--- config.mk ---
export PLATFORM = sky130hd
export DESIGN_NAME = sogi_quadrature_filter
export DESIGN_NICKNAME = d
export VERILOG_FILES = /design/src/rtl/sqf_pkg.sv /design/src/rtl/sqf_mul.sv /design/src/rtl/sqf_div.sv /design/src/rtl/sqf_dp.sv /design/src/rtl/sqf_ctrl.sv /design/src/rtl/sogi_quadrature_filter.sv
export SDC_FILE = /design/constraint.sdc
export NUM_CORES = 2
export LEC_CHECK = 0
export BUFFER_PORTS_ARGS = -buffer_cell sky130_fd_sc_hd__buf_2
export CORE_ASPECT_RATIO = 1.5
export CORE_MARGIN = 1
export CORE_UTILIZATION = 50
export CTS_CLUSTER_SIZE = 28
export DETAILED_ROUTE_END_ITERATION = 7
export PLACE_DENSITY = 0.77
export SYNTH_ARGS = -nofsm -noshare
export SYNTH_HDL_FRONTEND = slang
export SYNTH_HIERARCHICAL = 1
export SYNTH_SLANG_ARGS = --single-unit
--- constraint.sdc ---
create_clock -name clk -period 15.2 [get_ports clk]
set_clock_uncertainty 0.15 [all_clocks]
set_input_delay 1.52 -clock clk [delete_from_list [all_inputs] [get_ports clk]]
set_output_delay 1.52 -clock clk [all_outputs]
set_load 0.01 [all_outputs]
--- src/rtl/sqf_pkg.sv ---
`timescale 1ns / 1ps
// Shared constants, operation codes and control structs of the SOGI quadrature filter.
package sqf_pkg;

	localparam int OMEGA_W    = 24;
	localparam int PERIOD_W   = 32;
	localparam int GAIN_W     = 16;
	localparam int CFG_W      = 32;
	localparam int DELAY_W    = 48;
	localparam int DELAY_FRAC = 30;
	localparam int ACC_W      = 56;
	localparam int WTS_W      = 31;
	localparam int WIDE_W     = 64;
	localparam int MUL_A_W    = 49;
	localparam int MUL_B_W    = 32;
	localparam int MUL_DIGIT  = 8;
	localparam int MUL_P_W    = MUL_A_W + MUL_B_W;

	localparam logic [OMEGA_W-1:0]  OMEGA_FLOOR = 24'd8042;
	localparam logic [OMEGA_W-1:0]  OMEGA_TOL  = 24'd12;
	localparam logic [PERIOD_W-1:0] PERIOD_RST = 32'd429497;
	localparam logic [GAIN_W-1:0]   GAIN_RST   = 16'd23170;
	localparam logic [WIDE_W-1:0]   FOUR       = 64'h0004_0000_0000_0000;
	localparam logic [WTS_W-1:0]    WTS_MAX    = {WTS_W{1'b1}};

	localparam logic signed [ACC_W-1:0] DLY_MAX = ACC_W'({1'b0, {(DELAY_W-1){1'b1}}});
	localparam logic signed [ACC_W-1:0] DLY_MIN = -DLY_MAX - ACC_W'(1);

	// Register indexes of the configuration port.
	localparam logic [0:0] CFG_PERIOD = 1'b0;
	localparam logic [0:0] CFG_GAIN   = 1'b1;

	typedef enum logic [3:0] {
		OP_WTS, OP_W2, OP_KW2, OP_B0, OP_A1, OP_A2, OP_LPQ, OP_BQ,
		OP_FB1, OP_FB2, OP_BP, OP_LP1, OP_LP2
	} op_t;

	typedef struct packed {
		logic load;
		logic start;
		logic emit;
		op_t  op;
	} cmd_t;

	typedef struct packed {
		logic done;
		logic redo;
	} stat_t;

	function automatic logic is_div(input op_t op);
		logic r;
		case (op)
			OP_B0, OP_A1, OP_A2, OP_LPQ: r = 1'b1;
			default:                     r = 1'b0;
		endcase
		return r;
	endfunction

endpackage

--- src/rtl/sqf_mul.sv ---
`timescale 1ns / 1ps
// Iterative unsigned multiplier, one 8-bit digit of the second operand per cycle.
module sqf_mul (
	input  logic                        clk,
	input  logic                        arst_n,
	input  logic                        start,
	input  logic [sqf_pkg::MUL_A_W-1:0] a,
	input  logic [sqf_pkg::MUL_B_W-1:0] b,
	output logic                        done,
	output logic [sqf_pkg::MUL_P_W-1:0] p
);
	localparam int AW = sqf_pkg::MUL_P_W - sqf_pkg::MUL_DIGIT;
	localparam int NDIG = sqf_pkg::MUL_B_W / sqf_pkg::MUL_DIGIT;
	localparam int CNTW = $clog2(NDIG);

	logic [AW-1:0]                a_q;
	logic [sqf_pkg::MUL_B_W-1:0]  b_q;
	logic [sqf_pkg::MUL_P_W-1:0]  p_q;
	logic [CNTW-1:0]              cnt_q;
	logic                         busy_q;
	logic                         done_q;

	always_ff @(posedge clk or negedge arst_n) begin
		if (!arst_n) begin
			busy_q <= 1'b0;
			done_q <= 1'b0;
			cnt_q  <= '0;
		end else begin
			done_q <= 1'b0;
			if (start) begin
				busy_q <= 1'b1;
				cnt_q  <= '0;
			end else if (busy_q) begin
				cnt_q <= cnt_q + CNTW'(1);
				if (cnt_q == CNTW'(NDIG - 1)) begin
					busy_q <= 1'b0;
					done_q <= 1'b1;
				end
			end
		end
	end

	always_ff @(posedge clk) begin
		if (start) begin
			a_q <= AW'(a);
			b_q <= b;
			p_q <= '0;
		end else if (busy_q) begin
			p_q <= p_q + (sqf_pkg::MUL_P_W'(a_q) *
				sqf_pkg::MUL_P_W'(b_q[sqf_pkg::MUL_DIGIT-1:0]));
			a_q <= a_q << sqf_pkg::MUL_DIGIT;
			b_q <= b_q >> sqf_pkg::MUL_DIGIT;
		end
	end

	assign done = done_q;
	assign p    = p_q;
endmodule

--- src/rtl/sqf_div.sv ---
`timescale 1ns / 1ps
// Restoring divider for fractions below two, one quotient bit per cycle, rounded half up.
module sqf_div #(
	parameter int FRAC = 30
) (
	input  logic                       clk,
	input  logic                       arst_n,
	input  logic                       start,
	input  logic [sqf_pkg::WIDE_W-1:0] n,
	input  logic [sqf_pkg::WIDE_W-1:0] d,
	output logic                       done,
	output logic [FRAC+1:0]            q
);
	localparam int CNTW = $clog2(FRAC + 1);

	logic [sqf_pkg::WIDE_W-1:0] r_q, d_q;
	logic [FRAC:0]              q_q;
	logic [CNTW-1:0]            cnt_q;
	logic                       busy_q;
	logic                       done_q;
	logic                       qbit;

	assign qbit = (r_q >= d_q);

	always_ff @(posedge clk or negedge arst_n) begin
		if (!arst_n) begin
			busy_q <= 1'b0;
			done_q <= 1'b0;
			cnt_q  <= '0;
		end else begin
			done_q <= 1'b0;
			if (start) begin
				busy_q <= 1'b1;
				cnt_q  <= '0;
			end else if (busy_q) begin
				cnt_q <= cnt_q + CNTW'(1);
				if (cnt_q == CNTW'(FRAC)) begin
					busy_q <= 1'b0;
					done_q <= 1'b1;
				end
			end
		end
	end

	always_ff @(posedge clk) begin
		if (start) begin
			r_q <= n;
			d_q <= d;
			q_q <= '0;
		end else if (busy_q) begin
			r_q <= (qbit ? (r_q - d_q) : r_q) << 1;
			q_q <= {q_q[FRAC-1:0], qbit};
		end
	end

	// The remainder left after the last step decides the rounding.
	assign q    = {1'b0, q_q} + (FRAC+2)'(qbit);
	assign done = done_q;
endmodule

--- src/rtl/sqf_dp.sv ---
`timescale 1ns / 1ps
// Datapath: registers, coefficients, delay line and the shared multiplier and divider.
module sqf_dp #(
	parameter int SB = 16,
	parameter int F  = 30
) (
	input  logic                         clk,
	input  logic                         arst_n,
	input  logic                         cfg_we,
	input  logic [0:0]                   cfg_index,
	input  logic [sqf_pkg::CFG_W-1:0]    cfg_data,
	input  logic signed [SB-1:0]         in_sample,
	input  logic [sqf_pkg::OMEGA_W-1:0]  in_omega,
	input  sqf_pkg::cmd_t                cmd,
	output sqf_pkg::stat_t               stat,
	output logic signed [SB-1:0]         res_in_phase,
	output logic signed [SB-1:0]         res_quadrature,
	output logic                         res_recomputed
);
	localparam int CW = F + 2;
	localparam int YW = sqf_pkg::ACC_W - sqf_pkg::DELAY_FRAC;
	localparam logic signed [YW-1:0] Y_MAX = YW'((1 << (SB - 1)) - 1);
	localparam logic signed [YW-1:0] Y_MIN = -Y_MAX - YW'(1);
	localparam logic [CW-1:0] C_MAX = {1'b0, {(CW-1){1'b1}}};

	// Configuration and persistent state.
	logic [sqf_pkg::PERIOD_W-1:0]        ts_q;
	logic [sqf_pkg::GAIN_W-1:0]          k_q;
	logic [sqf_pkg::OMEGA_W-1:0]         held_q;
	logic                                ok_q;
	logic signed [sqf_pkg::DELAY_W-1:0]  d1_q, d2_q;
	logic signed [CW-1:0]                b0_q, a1_q, a2_q, bq_q;

	// Working registers of one item.
	logic signed [SB-1:0]                smp_q;
	logic [sqf_pkg::OMEGA_W-1:0]         om_q;
	logic                                redo_q;
	logic [sqf_pkg::WTS_W-1:0]           wts_q;
	logic [sqf_pkg::WIDE_W-1:0]          w2_q, kw2_q, den_q;
	logic [CW-1:0]                       qt_q;
	logic signed [sqf_pkg::ACC_W-1:0]    acc_q;
	logic signed [sqf_pkg::DELAY_W-1:0]  w0_q;
	logic signed [SB-1:0]                va_q, vb_q;
	logic                                neg_q;
	logic signed [SB-1:0]                out_va_q, out_vb_q;
	logic                                out_redo_q;

	logic [sqf_pkg::OMEGA_W-1:0]         om_diff, om_clamp;
	logic                                redo_n;
	logic signed [sqf_pkg::MUL_A_W-1:0]  x_s;
	logic [sqf_pkg::MUL_A_W-1:0]         x_mag;
	logic signed [CW-1:0]                c_s;
	logic [CW-1:0]                       c_mag;
	logic [sqf_pkg::MUL_A_W-1:0]         mul_a;
	logic [sqf_pkg::MUL_B_W-1:0]         mul_b;
	logic                                mul_start, mul_done;
	logic [sqf_pkg::MUL_P_W-1:0]         mul_p;
	logic [sqf_pkg::WIDE_W-1:0]          div_n, pp;
	logic                                div_start, div_done;
	logic [CW-1:0]                       div_q;
	logic signed [sqf_pkg::ACC_W-1:0]    m_s, t_s, u_s, w_full;
	logic [sqf_pkg::MUL_P_W-1:0]         rnd_f, rnd_k, rnd_w;
	logic [40:0]                         wts_wide;

	function automatic logic signed [SB-1:0] to_sample(input logic signed [sqf_pkg::ACC_W-1:0] v);
		logic signed [sqf_pkg::ACC_W-1:0] x;
		logic signed [YW-1:0]             y;
		logic signed [SB-1:0]             r;
		x = v + sqf_pkg::ACC_W'(1 << (sqf_pkg::DELAY_FRAC - 1));
		y = YW'(x >>> sqf_pkg::DELAY_FRAC);
		if (y > Y_MAX)
			r = Y_MAX[SB-1:0];
		else if (y < Y_MIN)
			r = Y_MIN[SB-1:0];
		else
			r = y[SB-1:0];
		return r;
	endfunction

	function automatic logic signed [CW-1:0] pos_sat(input logic [CW-1:0] v);
		return (v > C_MAX) ? C_MAX : v;
	endfunction

	// Change test on the raw omega against the held, clamped value.
	assign om_diff  = (in_omega > held_q) ? (in_omega - held_q) : (held_q - in_omega);
	assign om_clamp = (in_omega < sqf_pkg::OMEGA_FLOOR) ? sqf_pkg::OMEGA_FLOOR : in_omega;
	assign redo_n   = !ok_q || (om_diff > sqf_pkg::OMEGA_TOL);

	always_comb begin
		case (cmd.op)
			sqf_pkg::OP_FB1: begin
				x_s = sqf_pkg::MUL_A_W'(d1_q);
				c_s = a1_q;
			end
			sqf_pkg::OP_FB2: begin
				x_s = sqf_pkg::MUL_A_W'(d2_q);
				c_s = a2_q;
			end
			sqf_pkg::OP_BP: begin
				x_s = sqf_pkg::MUL_A_W'(w0_q) - sqf_pkg::MUL_A_W'(d2_q);
				c_s = b0_q;
			end
			sqf_pkg::OP_LP1: begin
				x_s = sqf_pkg::MUL_A_W'(w0_q) + sqf_pkg::MUL_A_W'(d2_q);
				c_s = bq_q;
			end
			default: begin
				x_s = sqf_pkg::MUL_A_W'(d1_q);
				c_s = bq_q;
			end
		endcase
	end

	assign x_mag = x_s[sqf_pkg::MUL_A_W-1] ? (-x_s) : x_s;
	assign c_mag = c_s[CW-1] ? (-c_s) : c_s;

	always_comb begin
		case (cmd.op)
			sqf_pkg::OP_WTS: begin
				mul_a = sqf_pkg::MUL_A_W'(om_q);
				mul_b = ts_q;
			end
			sqf_pkg::OP_W2: begin
				mul_a = sqf_pkg::MUL_A_W'(wts_q);
				mul_b = sqf_pkg::MUL_B_W'(wts_q);
			end
			sqf_pkg::OP_KW2: begin
				mul_a = sqf_pkg::MUL_A_W'(wts_q);
				mul_b = sqf_pkg::MUL_B_W'(k_q);
			end
			sqf_pkg::OP_BQ: begin
				mul_a = sqf_pkg::MUL_A_W'(qt_q);
				mul_b = sqf_pkg::MUL_B_W'(k_q);
			end
			default: begin
				mul_a = x_mag;
				mul_b = sqf_pkg::MUL_B_W'(c_mag);
			end
		endcase
	end

	assign pp = sqf_pkg::FOUR + w2_q;

	always_comb begin
		case (cmd.op)
			sqf_pkg::OP_A1:
				div_n = (w2_q >= sqf_pkg::FOUR) ? ((w2_q - sqf_pkg::FOUR) << 1)
					: ((sqf_pkg::FOUR - w2_q) << 1);
			sqf_pkg::OP_A2:
				div_n = (pp >= kw2_q) ? (pp - kw2_q) : (kw2_q - pp);
			sqf_pkg::OP_LPQ:
				div_n = w2_q;
			default:
				div_n = kw2_q;
		endcase
	end

	assign div_start = cmd.start && sqf_pkg::is_div(cmd.op);
	assign mul_start = cmd.start && !sqf_pkg::is_div(cmd.op);

	sqf_mul u_mul (
		.clk    (clk),
		.arst_n (arst_n),
		.start  (mul_start),
		.a      (mul_a),
		.b      (mul_b),
		.done   (mul_done),
		.p      (mul_p)
	);

	sqf_div #(.FRAC(F)) u_div (
		.clk    (clk),
		.arst_n (arst_n),
		.start  (div_start),
		.n      (div_n),
		.d      (den_q),
		.done   (div_done),
		.q      (div_q)
	);

	// Coefficient product: shift by F, nearest with ties away from zero.
	assign rnd_f  = (mul_p + (sqf_pkg::MUL_P_W'(1) << (F - 1))) >> F;
	assign m_s    = sqf_pkg::ACC_W'(rnd_f);
	assign t_s    = neg_q ? -m_s : m_s;
	assign rnd_k  = (mul_p + (sqf_pkg::MUL_P_W'(1) << 13)) >> 14;
	assign rnd_w  = (mul_p + (sqf_pkg::MUL_P_W'(1) << 15)) >> 16;
	assign wts_wide = rnd_w[40:0];
	assign u_s    = sqf_pkg::ACC_W'(smp_q) <<< sqf_pkg::DELAY_FRAC;
	assign w_full = acc_q - t_s;

	always_ff @(posedge clk or negedge arst_n) begin
		if (!arst_n) begin
			ts_q   <= sqf_pkg::PERIOD_RST;
			k_q    <= sqf_pkg::GAIN_RST;
			held_q <= '0;
			ok_q   <= 1'b0;
			d1_q   <= '0;
			d2_q   <= '0;
		end else begin
			if (cfg_we) begin
				case (cfg_index)
					sqf_pkg::CFG_PERIOD: begin
						ts_q <= cfg_data;
						ok_q <= 1'b0;
					end
					sqf_pkg::CFG_GAIN: begin
						k_q  <= cfg_data[sqf_pkg::GAIN_W-1:0];
						ok_q <= 1'b0;
					end
					default: ;
				endcase
			end
			if (cmd.load && redo_n) begin
				held_q <= om_clamp;
				ok_q   <= 1'b1;
			end
			if (mul_done && cmd.op == sqf_pkg::OP_LP2) begin
				d2_q <= d1_q;
				d1_q <= w0_q;
			end
		end
	end

	always_ff @(posedge clk) begin
		if (cmd.load) begin
			smp_q  <= in_sample;
			om_q   <= om_clamp;
			redo_q <= redo_n;
		end
		if (mul_start)
			neg_q <= x_s[sqf_pkg::MUL_A_W-1] ^ c_s[CW-1];
		if (mul_done) begin
			case (cmd.op)
				sqf_pkg::OP_WTS:
					wts_q <= (wts_wide > 41'(sqf_pkg::WTS_MAX)) ? sqf_pkg::WTS_MAX
						: wts_wide[sqf_pkg::WTS_W-1:0];
				sqf_pkg::OP_W2:  w2_q <= mul_p[sqf_pkg::WIDE_W-1:0];
				sqf_pkg::OP_KW2: begin
					kw2_q <= mul_p[sqf_pkg::WIDE_W-1:0] << 11;
					den_q <= sqf_pkg::FOUR + (mul_p[sqf_pkg::WIDE_W-1:0] << 11) + w2_q;
				end
				sqf_pkg::OP_BQ:
					bq_q <= (rnd_k > sqf_pkg::MUL_P_W'(C_MAX)) ? C_MAX : rnd_k[CW-1:0];
				sqf_pkg::OP_FB1: acc_q <= u_s - t_s;
				sqf_pkg::OP_FB2: begin
					if (w_full > sqf_pkg::DLY_MAX)
						w0_q <= sqf_pkg::DLY_MAX[sqf_pkg::DELAY_W-1:0];
					else if (w_full < sqf_pkg::DLY_MIN)
						w0_q <= sqf_pkg::DLY_MIN[sqf_pkg::DELAY_W-1:0];
					else
						w0_q <= w_full[sqf_pkg::DELAY_W-1:0];
				end
				sqf_pkg::OP_BP:  va_q <= to_sample(t_s);
				sqf_pkg::OP_LP1: acc_q <= t_s;
				sqf_pkg::OP_LP2: vb_q <= to_sample(acc_q + (t_s <<< 1));
				default: ;
			endcase
		end
		if (div_done) begin
			case (cmd.op)
				sqf_pkg::OP_B0: b0_q <= pos_sat(div_q);
				sqf_pkg::OP_A1: a1_q <= (w2_q < sqf_pkg::FOUR) ? -div_q : pos_sat(div_q);
				sqf_pkg::OP_A2: a2_q <= (pp < kw2_q) ? -div_q : pos_sat(div_q);
				sqf_pkg::OP_LPQ: qt_q <= div_q;
				default: ;
			endcase
		end
		if (cmd.emit) begin
			out_va_q   <= va_q;
			out_vb_q   <= vb_q;
			out_redo_q <= redo_q;
		end
	end

	assign stat.done      = mul_done || div_done;
	assign stat.redo      = redo_q;
	assign res_in_phase   = out_va_q;
	assign res_quadrature = out_vb_q;
	assign res_recomputed = out_redo_q;
endmodule

--- src/rtl/sqf_ctrl.sv ---
`timescale 1ns / 1ps
// Controller: steps the datapath through coefficient update and filter operations.
module sqf_ctrl (
	input  logic           clk,
	input  logic           arst_n,
	input  logic           in_valid,
	output logic           in_ready,
	output logic           out_valid,
	input  logic           out_ready,
	input  sqf_pkg::stat_t stat,
	output sqf_pkg::cmd_t  cmd
);
	typedef enum logic [2:0] {
		S_IDLE, S_CHECK, S_ISSUE, S_WAIT, S_FINISH
	} state_t;

	state_t         state_q;
	sqf_pkg::op_t   op_q;
	logic           out_valid_q;

	function automatic sqf_pkg::op_t next_op(input sqf_pkg::op_t op);
		sqf_pkg::op_t r;
		case (op)
			sqf_pkg::OP_WTS: r = sqf_pkg::OP_W2;
			sqf_pkg::OP_W2:  r = sqf_pkg::OP_KW2;
			sqf_pkg::OP_KW2: r = sqf_pkg::OP_B0;
			sqf_pkg::OP_B0:  r = sqf_pkg::OP_A1;
			sqf_pkg::OP_A1:  r = sqf_pkg::OP_A2;
			sqf_pkg::OP_A2:  r = sqf_pkg::OP_LPQ;
			sqf_pkg::OP_LPQ: r = sqf_pkg::OP_BQ;
			sqf_pkg::OP_BQ:  r = sqf_pkg::OP_FB1;
			sqf_pkg::OP_FB1: r = sqf_pkg::OP_FB2;
			sqf_pkg::OP_FB2: r = sqf_pkg::OP_BP;
			sqf_pkg::OP_BP:  r = sqf_pkg::OP_LP1;
			default:         r = sqf_pkg::OP_LP2;
		endcase
		return r;
	endfunction

	assign in_ready  = (state_q == S_IDLE);
	assign out_valid = out_valid_q;
	assign cmd.load  = in_valid && in_ready;
	assign cmd.start = (state_q == S_ISSUE);
	assign cmd.emit  = (state_q == S_FINISH) && (!out_valid_q || out_ready);
	assign cmd.op    = op_q;

	always_ff @(posedge clk or negedge arst_n) begin
		if (!arst_n) begin
			state_q     <= S_IDLE;
			op_q        <= sqf_pkg::OP_FB1;
			out_valid_q <= 1'b0;
		end else begin
			if (cmd.emit)
				out_valid_q <= 1'b1;
			else if (out_ready)
				out_valid_q <= 1'b0;
			case (state_q)
				S_IDLE: begin
					if (in_valid)
						state_q <= S_CHECK;
				end
				S_CHECK: begin
					op_q    <= stat.redo ? sqf_pkg::OP_WTS : sqf_pkg::OP_FB1;
					state_q <= S_ISSUE;
				end
				S_ISSUE: state_q <= S_WAIT;
				S_WAIT: begin
					if (stat.done) begin
						if (op_q == sqf_pkg::OP_LP2) begin
							state_q <= S_FINISH;
						end else begin
							op_q    <= next_op(op_q);
							state_q <= S_ISSUE;
						end
					end
				end
				S_FINISH: begin
					if (cmd.emit)
						state_q <= S_IDLE;
				end
				default: state_q <= S_IDLE;
			endcase
		end
	end
endmodule

--- src/rtl/sogi_quadrature_filter.sv ---
`timescale 1ns / 1ps
// Top level of the SOGI quadrature filter: stream ports, controller and datapath.
//
// Each input word carries one signed sample and a tuning frequency omega in units of
// 1/256 rad/s; each output word carries the band-pass (in-phase) and low-pass
// (quadrature) filter outputs, rounded and saturated to SAMPLE_BITS, with tuser set
// when that sample caused the coefficients to be recomputed. The block works on one
// word at a time and keeps one finished result in an output register, so it takes the
// next word while the previous result is still waiting. A word whose coefficients are
// still valid takes five passes through the shared multiplier, which handles one
// 8-bit digit per cycle. A recomputation, triggered after reset, after any
// configuration write, or when omega moves more than 12 codes from the held value,
// adds four multiplier passes and four divisions. Omega below 10*pi rad/s is clamped
// before use. Configuration registers (index 0: sample period, unsigned Q0.32;
// index 1: gain k, unsigned Q2.14) are written through cfg_we and should only be
// written while idle.
module sogi_quadrature_filter #(
	parameter int SAMPLE_BITS     = 16,
	parameter int COEFF_FRAC_BITS = 30
) (
	input  logic                     clk,
	input  logic                     arst_n,
	input  logic                     s_tvalid,
	output logic                     s_tready,
	// sample, omega (from bit 0 up), zero padded to whole bytes
	input  logic [((SAMPLE_BITS+sqf_pkg::OMEGA_W+7)/8)*8-1:0] s_tdata,
	output logic                     m_tvalid,
	input  logic                     m_tready,
	// in_phase, quadrature (from bit 0 up), zero padded to whole bytes
	output logic [((2*SAMPLE_BITS+7)/8)*8-1:0] m_tdata,
	// coeffs_recomputed
	output logic                     m_tuser,
	input  logic                     cfg_we,
	input  logic [0:0]               cfg_index,
	input  logic [sqf_pkg::CFG_W-1:0] cfg_data
);
	localparam int OUT_W = ((2*SAMPLE_BITS+7)/8)*8;

	sqf_pkg::cmd_t               cmd;
	sqf_pkg::stat_t              stat;
	logic signed [SAMPLE_BITS-1:0] res_in_phase, res_quadrature;

	sqf_ctrl u_ctrl (
		.clk       (clk),
		.arst_n    (arst_n),
		.in_valid  (s_tvalid),
		.in_ready  (s_tready),
		.out_valid (m_tvalid),
		.out_ready (m_tready),
		.stat      (stat),
		.cmd       (cmd)
	);

	sqf_dp #(.SB(SAMPLE_BITS), .F(COEFF_FRAC_BITS)) u_dp (
		.clk            (clk),
		.arst_n         (arst_n),
		.cfg_we         (cfg_we),
		.cfg_index      (cfg_index),
		.cfg_data       (cfg_data),
		.in_sample      (s_tdata[SAMPLE_BITS-1:0]),
		.in_omega       (s_tdata[SAMPLE_BITS+sqf_pkg::OMEGA_W-1:SAMPLE_BITS]),
		.cmd            (cmd),
		.stat           (stat),
		.res_in_phase   (res_in_phase),
		.res_quadrature (res_quadrature),
		.res_recomputed (m_tuser)
	);

	// Unused high bits of the output word are driven to zero.
	assign m_tdata = OUT_W'({res_quadrature, res_in_phase});
endmodule

# Yosys cells after proc, flatten, opt, wreduce, memory -nomap -nowiden
# Memory sizes are Yosys's and may differ from the RTL's.
# Cells that the tools add are included.
[word_totals]
wordCells = 208
rom_bits = 64
n_memories = 1
latchBits = 0
out_inout_bits = 35
ram_bits = 0
ff_bits = 1116
inputBits = 78
[memory_table]
columns = ["memory", "depth", "word_bits", "rd", "rd_ports_with_merged_regs", "wr", "line", "source"]
rows = [
  ["(name not given)", 16, 4, 1, 0, 0, "sqf_ctrl.sv:23", "case (op)"],
]
[classes]
mux = 56
mul = 1
n_lt_le_gt_ge = 17
n_eq_ne = 22
n_reduce_logical = 39
shift = 0
div = 0
add_sub_neg = 28
bitwise = 2
[op_table]
columns = ["operator", "n"]
rows = [
  ["$pmux W49 S3", 2],
  ["$mux W64", 4],
  ["$mux W32", 6],
  ["$pmux W32 S3", 2],
  ["$pmux W64 S3", 1],
  ["$mux W49", 3],
  ["$add A51 B64 Y64 const A", 2],
  ["$ge A64 B64 Y1", 2],
  ["$sub A64 B64 Y64", 2],
  ["$add A56 B31 Y56 const B", 2],
  ["$pmux W56 S2", 1],
  ["$add A81 B14 Y81 const B", 1],
  ["$add A81 B30 Y81 const B", 1],
  ["$add A81 B81 Y81", 1],
  ["$mul A73 B8 Y81", 1],
  ["$gt A67 B31 Y1 const B", 1],
  ["$add A64 B64 Y64", 1],
  ["$ge A64 B51 Y1 const B", 1],
  ["$lt A64 B51 Y1 const B", 1],
  ["$lt A64 B64 Y1", 1],
  ["$neg A32 Y32", 2],
  ["$mux W63", 1],
  ["$sub A51 B63 Y63 const A", 1],
  ["$sub A63 B51 Y63 const B", 1],
  ["55 further kinds", 124],
]

# Depth between registers and ports, before layout
[depth]
ltp_word = 7
mapped_depth = 36
depth_no_buf = 33

# Cells and area by module
# The synthesis kept the hierarchy.
[by_module_without_submodules]
columns = ["mod", "seq_area_each_um2", "area_each_um2", "n_inst", "cells_per_inst"]
rows = [
  ["sqf_dp", 21757.1, 62673.9, 1, 6934],
  ["sqf_mul", 4634.4, 27850.5, 1, 3025],
  ["sqf_div", 4639.4, 11275.8, 1, 1187],
  ["sqf_ctrl", 201.4, 467.9, 1, 47],
]

# Worst setup path before layout
# OpenSTA, ideal clock, no wires.
[synth_path]
path_kind = "reg2reg"
start = "reg u_ctrl.op_q[1]"
end = "reg u_dp/den_q[0] (netlist bit), enable pin"
arrival_time_ns = 10.191
slack_ns = 4.123
n_path_buf = 6
t_required_ns = 14.314
setup_ns = 0.736
period_less_slack_ns = 11.077
stages_incl_launch_ff = 10
path_cell_list = "dfrtp_1 clkbuf_1 clkbuf_1 clkbuf_1 clkbuf_1 nor2b_1 clkbuf_1 clkbuf_1 nand2_1 nor3_1"
[synth_via]
elab_chain_len = 2
[synth_rtl]
columns = ["element", "line", "source"]
rows = [
  ["start: declaration", "sqf_ctrl.sv:18", "sqf_pkg::op_t op_q;"],
  ["start signal: assignment", "sqf_ctrl.sv:50", "op_q <= sqf_pkg::OP_FB1;"],
  ["start signal: assignment", "sqf_ctrl.sv:63", "op_q <= stat.redo ? sqf_pkg::OP_WTS : sqf_pkg::OP_FB1;"],
  ["start signal: assignment", "sqf_ctrl.sv:72", "op_q <= next_op(op_q);"],
  ["$eq A4 B2 Y1", "sqf_dp.sv:233", "case (cmd.op)"],
  ["$reduce_and A2 Y1 (no line)", "n/a", ""],
  ["end signal: assignment", "sqf_dp.sv:240", "den_q <= sqf_pkg::FOUR + (mul_p[sqf_pkg::WIDE_W-1:0] << 11) + w2_q;"],
  ["end: declaration", "sqf_dp.sv:39", "logic [sqf_pkg::WIDE_W-1:0] w2_q, kw2_q, den_q;"],
]
# No other way between the ends.
# A chain may end at the register's enable or synchronous reset.

# Worst setup path in the final report
[layout_path]
start = "reg u_dp.u_mul.p_q, in the netlist u_dp/u_mul/p[29]"
end = "reg u_dp/w0_q[16] (netlist bit), data pin"
[layout_via]
elab_chain_len = 6
word_cells_on_any_way = 7
cone_classes = "add/sub (3); order compare (2); mux (2)"
[layout_rtl]
columns = ["element", "line", "source"]
rows = [
  ["start: declaration", "sqf_mul.sv:18", "logic [sqf_pkg::MUL_P_W-1:0] p_q;"],
  ["start signal: assignment", "sqf_mul.sv:49", "p_q <= p_q + (sqf_pkg::MUL_P_W'(a_q) *"],
  ["$add A81 B30 Y81 *", "sqf_dp.sv:182", "assign rnd_f = (mul_p + (sqf_pkg::MUL_P_W'(1) << (F - 1))) >> F;"],
  ["$neg A51 Y56", "sqf_dp.sv:184", "assign t_s = neg_q ? -m_s : m_s;"],
  ["$mux W56 *", "sqf_dp.sv:184", ""],
  ["$sub A56 B56 Y56 *", "sqf_dp.sv:189", "assign w_full = acc_q - t_s;"],
  ["$lt A56 B48 Y1", "sqf_dp.sv:248", "else if (w_full < sqf_pkg::DLY_MIN)"],
  ["$mux W48", "sqf_dp.sv:248", ""],
  ["end signal: assignment", "sqf_dp.sv:247", "w0_q <= sqf_pkg::DLY_MAX[sqf_pkg::DELAY_W-1:0];"],
  ["end signal: assignment", "sqf_dp.sv:249", "w0_q <= sqf_pkg::DLY_MIN[sqf_pkg::DELAY_W-1:0];"],
  ["end signal: assignment", "sqf_dp.sv:251", "w0_q <= w_full[sqf_pkg::DELAY_W-1:0];"],
  ["end: declaration", "sqf_dp.sv:42", "logic signed [sqf_pkg::DELAY_W-1:0] w0_q;"],
]
# Mark *: on every way between the ends. The rest lies on a longest branch, timed or not.

==> impl_results.md <==
- WP buf/inv: 3
- Clock Path Buffers: 3
- CP Capture Type: flop
- CTS tree: done
- Skew-Pair Late Insertion Delay: 0.84 ns
- TritonCTS Buffers: between 100 and 150
- Syn_area_per_cell: just over 9 um^2
- R2r setup slk: ~4.6 ns
- Initial DRC Count: 8911
- Crit path kind: flop to flop
- First-pass GRT wire length: just under 600000 um
- Initial antenna violation count: 27
- RR Endpoint: u_dp/w0_q[16]$_SDFFCE_PN1P_
- Worst flop-to-flop path startpoint: u_dp/u_mul/p[29]$_SDFFE_PP0P_
- Asr flop ratio synth: approximately 17%
- Crit path DAT: 10.87 ns
- Initial Util: 50.3%
- Violated checks: design-rule violations, max-capacitance violations, max-slew violations
- Max Fclk: ~95 MHz
- Vias: 88300
- Final hold vios: 0
- Final setup viols: 0
- Post-Syn Area: slightly above 0.1 mm^2
- FF-to-FF path depth: 32
- RSZ-0062 raised after global routing: no
- Largest net degree at the start of global routing: 140
- Slowest stage delay, CP: 0.95 ns
- Delay-heaviest family, CP: compound AO/OA/AOI/OAI gates
- Period utilisation layout: 69.6%
- Synthesis-to-finish area growth: 6.96%
- HP Class: flop to flop
- Routed WL: 399000 um
- # resized after CTS: 0
- ANT nets after route: 0
- Fin. max-slew vios: 6
- Status: finished with violations
- Critical path depth in cells: 32
- Share of layout cells above drive strength 1: a little under a tenth
- Seq/Total Area, Yosys: 30.5%
- Main synth FF type: edfxtp_1
- Vias in the first global route: around 90000
- Die Span X: 371 um
- Tmin final: 10.58 ns
- Yosys cell types: 139
- H-tree Lvls: 3
- Flops & latches, synth: 1116
- Die height: 556 um
- Detailed placer's ending HPWL: 306000 um
- RD Place Congestion: about 1.1
- Critical Path Source: u_dp/u_mul/p[29]$_SDFFE_PP0P_
- CP max-delay cell: dfxtp_1
- Num rows: 203
- Clock sinks: about 1100
- Critical path capture point: u_dp/w0_q[16]$_SDFFCE_PN1P_
- Drt pass-1 iters: 8
- Post-CTS Setup Bufs: 0
- CP startpoint kind: flop
- Total grt overflow: 0
- Worst Min Path Start: u_dp/den_q[60]$_DFFE_PP_
- Synthesized netlist cell count: between 10000 and 15000
- Drt wl/cell: between 20 and 30 um
- Slew Limit Headroom: -22.5%
- Core area: just over 0.2 mm^2
- Input/output buffers: 112
- GRT Util Overall: 38.3%
- Die area: 0.206 mm^2
- I/O pin count: 113
- Clock slew at reported path FFs: 0.07 ns
- Crit-path max FO: 47
- Max_cap viols: 3
- Total negative setup slack: 0 ns
- CTS Root Buffer Type: clkbuf_16
- Worst-Margin Slew: roughly 1.8 ns
- Post-DR vias/cell: 6.41
- Syn. warnings: 6
- # DRC: 22
- Post-CTS Hold Buffers: 0
- Req. time, crit path: 15.49 ns
- Post-synth EDFFs: roughly 790
- Nets: 12200
[state kept, by name (all words and copies together) (netlist names), 24 cells and up]
register	flops
u_dp/a2_q	32
u_dp/u_div/d_q	64
u_dp/den_q	64
u_dp/held_q	24
u_dp/om_q	24
u_dp/u_div/q_q	31
u_dp/b0_q	32
u_dp/wts_q	31
u_dp/u_mul/b_q	32
u_dp/w0_q	48
u_dp/d2_q	48
u_dp/u_mul/p	81
u_dp/d1_q	48
u_dp/w2_q	64
u_dp/u_div/r_q	64
u_dp/kw2_q	53
u_dp/a1_q	32
u_dp/acc_q	56
u_dp/bq_q	32
u_dp/u_mul/a_q	73
u_dp/ts_q	32
u_dp/qt_q	32
[area by class of cell]
class	instances	area [um^2]
repair buffers	268	1790
clock inverters	71	838
clock buffers	154	3290
well taps	2665	3330
flip-flops and latches	1116	31200
diodes	21	52.6
fillers	18300	94100
inverters	1061	3990
multi-input cells	8424	64900
[synth_stat cells (59+ instances only)]
master	count	area share, %
fa_1	512	10
or2_2	59	0.36
ha_1	664	8.1
nor2b_1	115	0.70
edfxtp_1	792	23
a31oi_1	115	0.70
xor2_1	303	2.6
a21oi_1	704	3.4
clkbuf_1	472	1.7
a21o_1	315	2.3
mux2_2	284	3.1
nor4_1	77	0.47
nand2_1	870	3.2
nand2b_1	97	0.59
dfxtp_1	136	2.7
nand4_1	161	0.98
a211oi_1	66	0.48
a222oi_1	65	0.64
nand3_1	215	1.1
and2_1	483	3.0
o21a_1	82	0.60
nor3_1	212	1.0
inv_1	1056	3.9
o21bai_1	73	0.54
o21ai_0	649	3.2
and3_1	107	0.65
mux2i_1	129	1.3
xnor2_1	534	4.6
nor2_1	692	2.5
dfrtp_1	170	4.2
[cell usage in the layout, fill, tap and decap left out, types with 42 or more instances in the layout]
cell type / count
inv_1: 1056
nand2_1: 869
edfxtp_1: 792
a21oi_1: 702
nor2_1: 686
ha_1: 664
o21ai_0: 649
xnor2_1: 533
fa_1: 512
and2_1: 478
a21o_1: 315
xor2_1: 302
mux2_2: 284
nand3_1: 214
nor3_1: 208
dfrtp_1: 166
nand4_1: 161
buf_4: 152
dfxtp_1: 136
mux2i_1: 129
clkbuf_16: 123
a31oi_1: 114
buf_2: 111
nor2b_1: 108
and3_1: 105
nand2b_1: 95
o21a_1: 82
nor4_1: 74
o21bai_1: 73
a211oi_1: 65
a222oi_1: 65
or2_2: 59
o22ai_1: 58
o31ai_1: 57
or3_1: 54
o221ai_1: 47
o211ai_1: 43
a22oi_1: 42
[cells by family after synthesis]
logic type	share of synthesized area, %
simple gates	16.2
compound gates	17.2
buf+inv	6.31
fa+ha+maj	18.2
flops	30.5
xor+xnor	7.20
mux	4.40
other cells	0.00367
[stage by stage]
| stage | util [%] | area, um^2 | hold slack, ns | instances | setup WS [ns] |
|---|---|---|---|---|---|
| after floorplan | - | 102000 | 0.250 | 11200 | 4.12 |
| after global placement | 51.7 | 105000 | 0.252 | 13500 | 5.14 |
| after detailed placement | 51.7 | 105000 | 0.255 | 13500 | 4.95 |
| after CTS | 53.7 | 109000 | 0.256 | 13800 | 4.79 |
| after global routing | 53.7 | 109000 | 0.267 | 13800 | 4.18 |
| final | 53.8 | 109000 | 0.254 | 13800 | 4.62 |
[worst min-delay path by stage]
stage	depth (start not counted)	endpoint
after floorplan	0	u_dp/res_in_phase[0]$_DFFE_PP_
after global placement	0	u_dp/u_div/d_q[5]$_DFFE_PP_
after detailed placement	0	u_dp/res_in_phase[5]$_DFFE_PP_
after CTS	0	u_dp/u_div/d_q[60]$_DFFE_PP_
after global routing	0	u_dp/u_div/d_q[63]$_DFFE_PP_
final	0	u_dp/u_div/d_q[60]$_DFFE_PP_
[routing by layer]
metal / wire length (um) / vias to the layer above / global-route usage [%]
li1: - / 39000 / -
met1: 130000 / 43400 / 38.9
met2: 193000 / 4292 / 65.1
met3: 29400 / 1603 / 7.35
met4: 46300 / 22 / 37.0
met5: 138 / - / 0
Power is left out: the tool's default activity adds up to more than one toggle a clock period on the data nets, which glitch-free logic cannot reach.
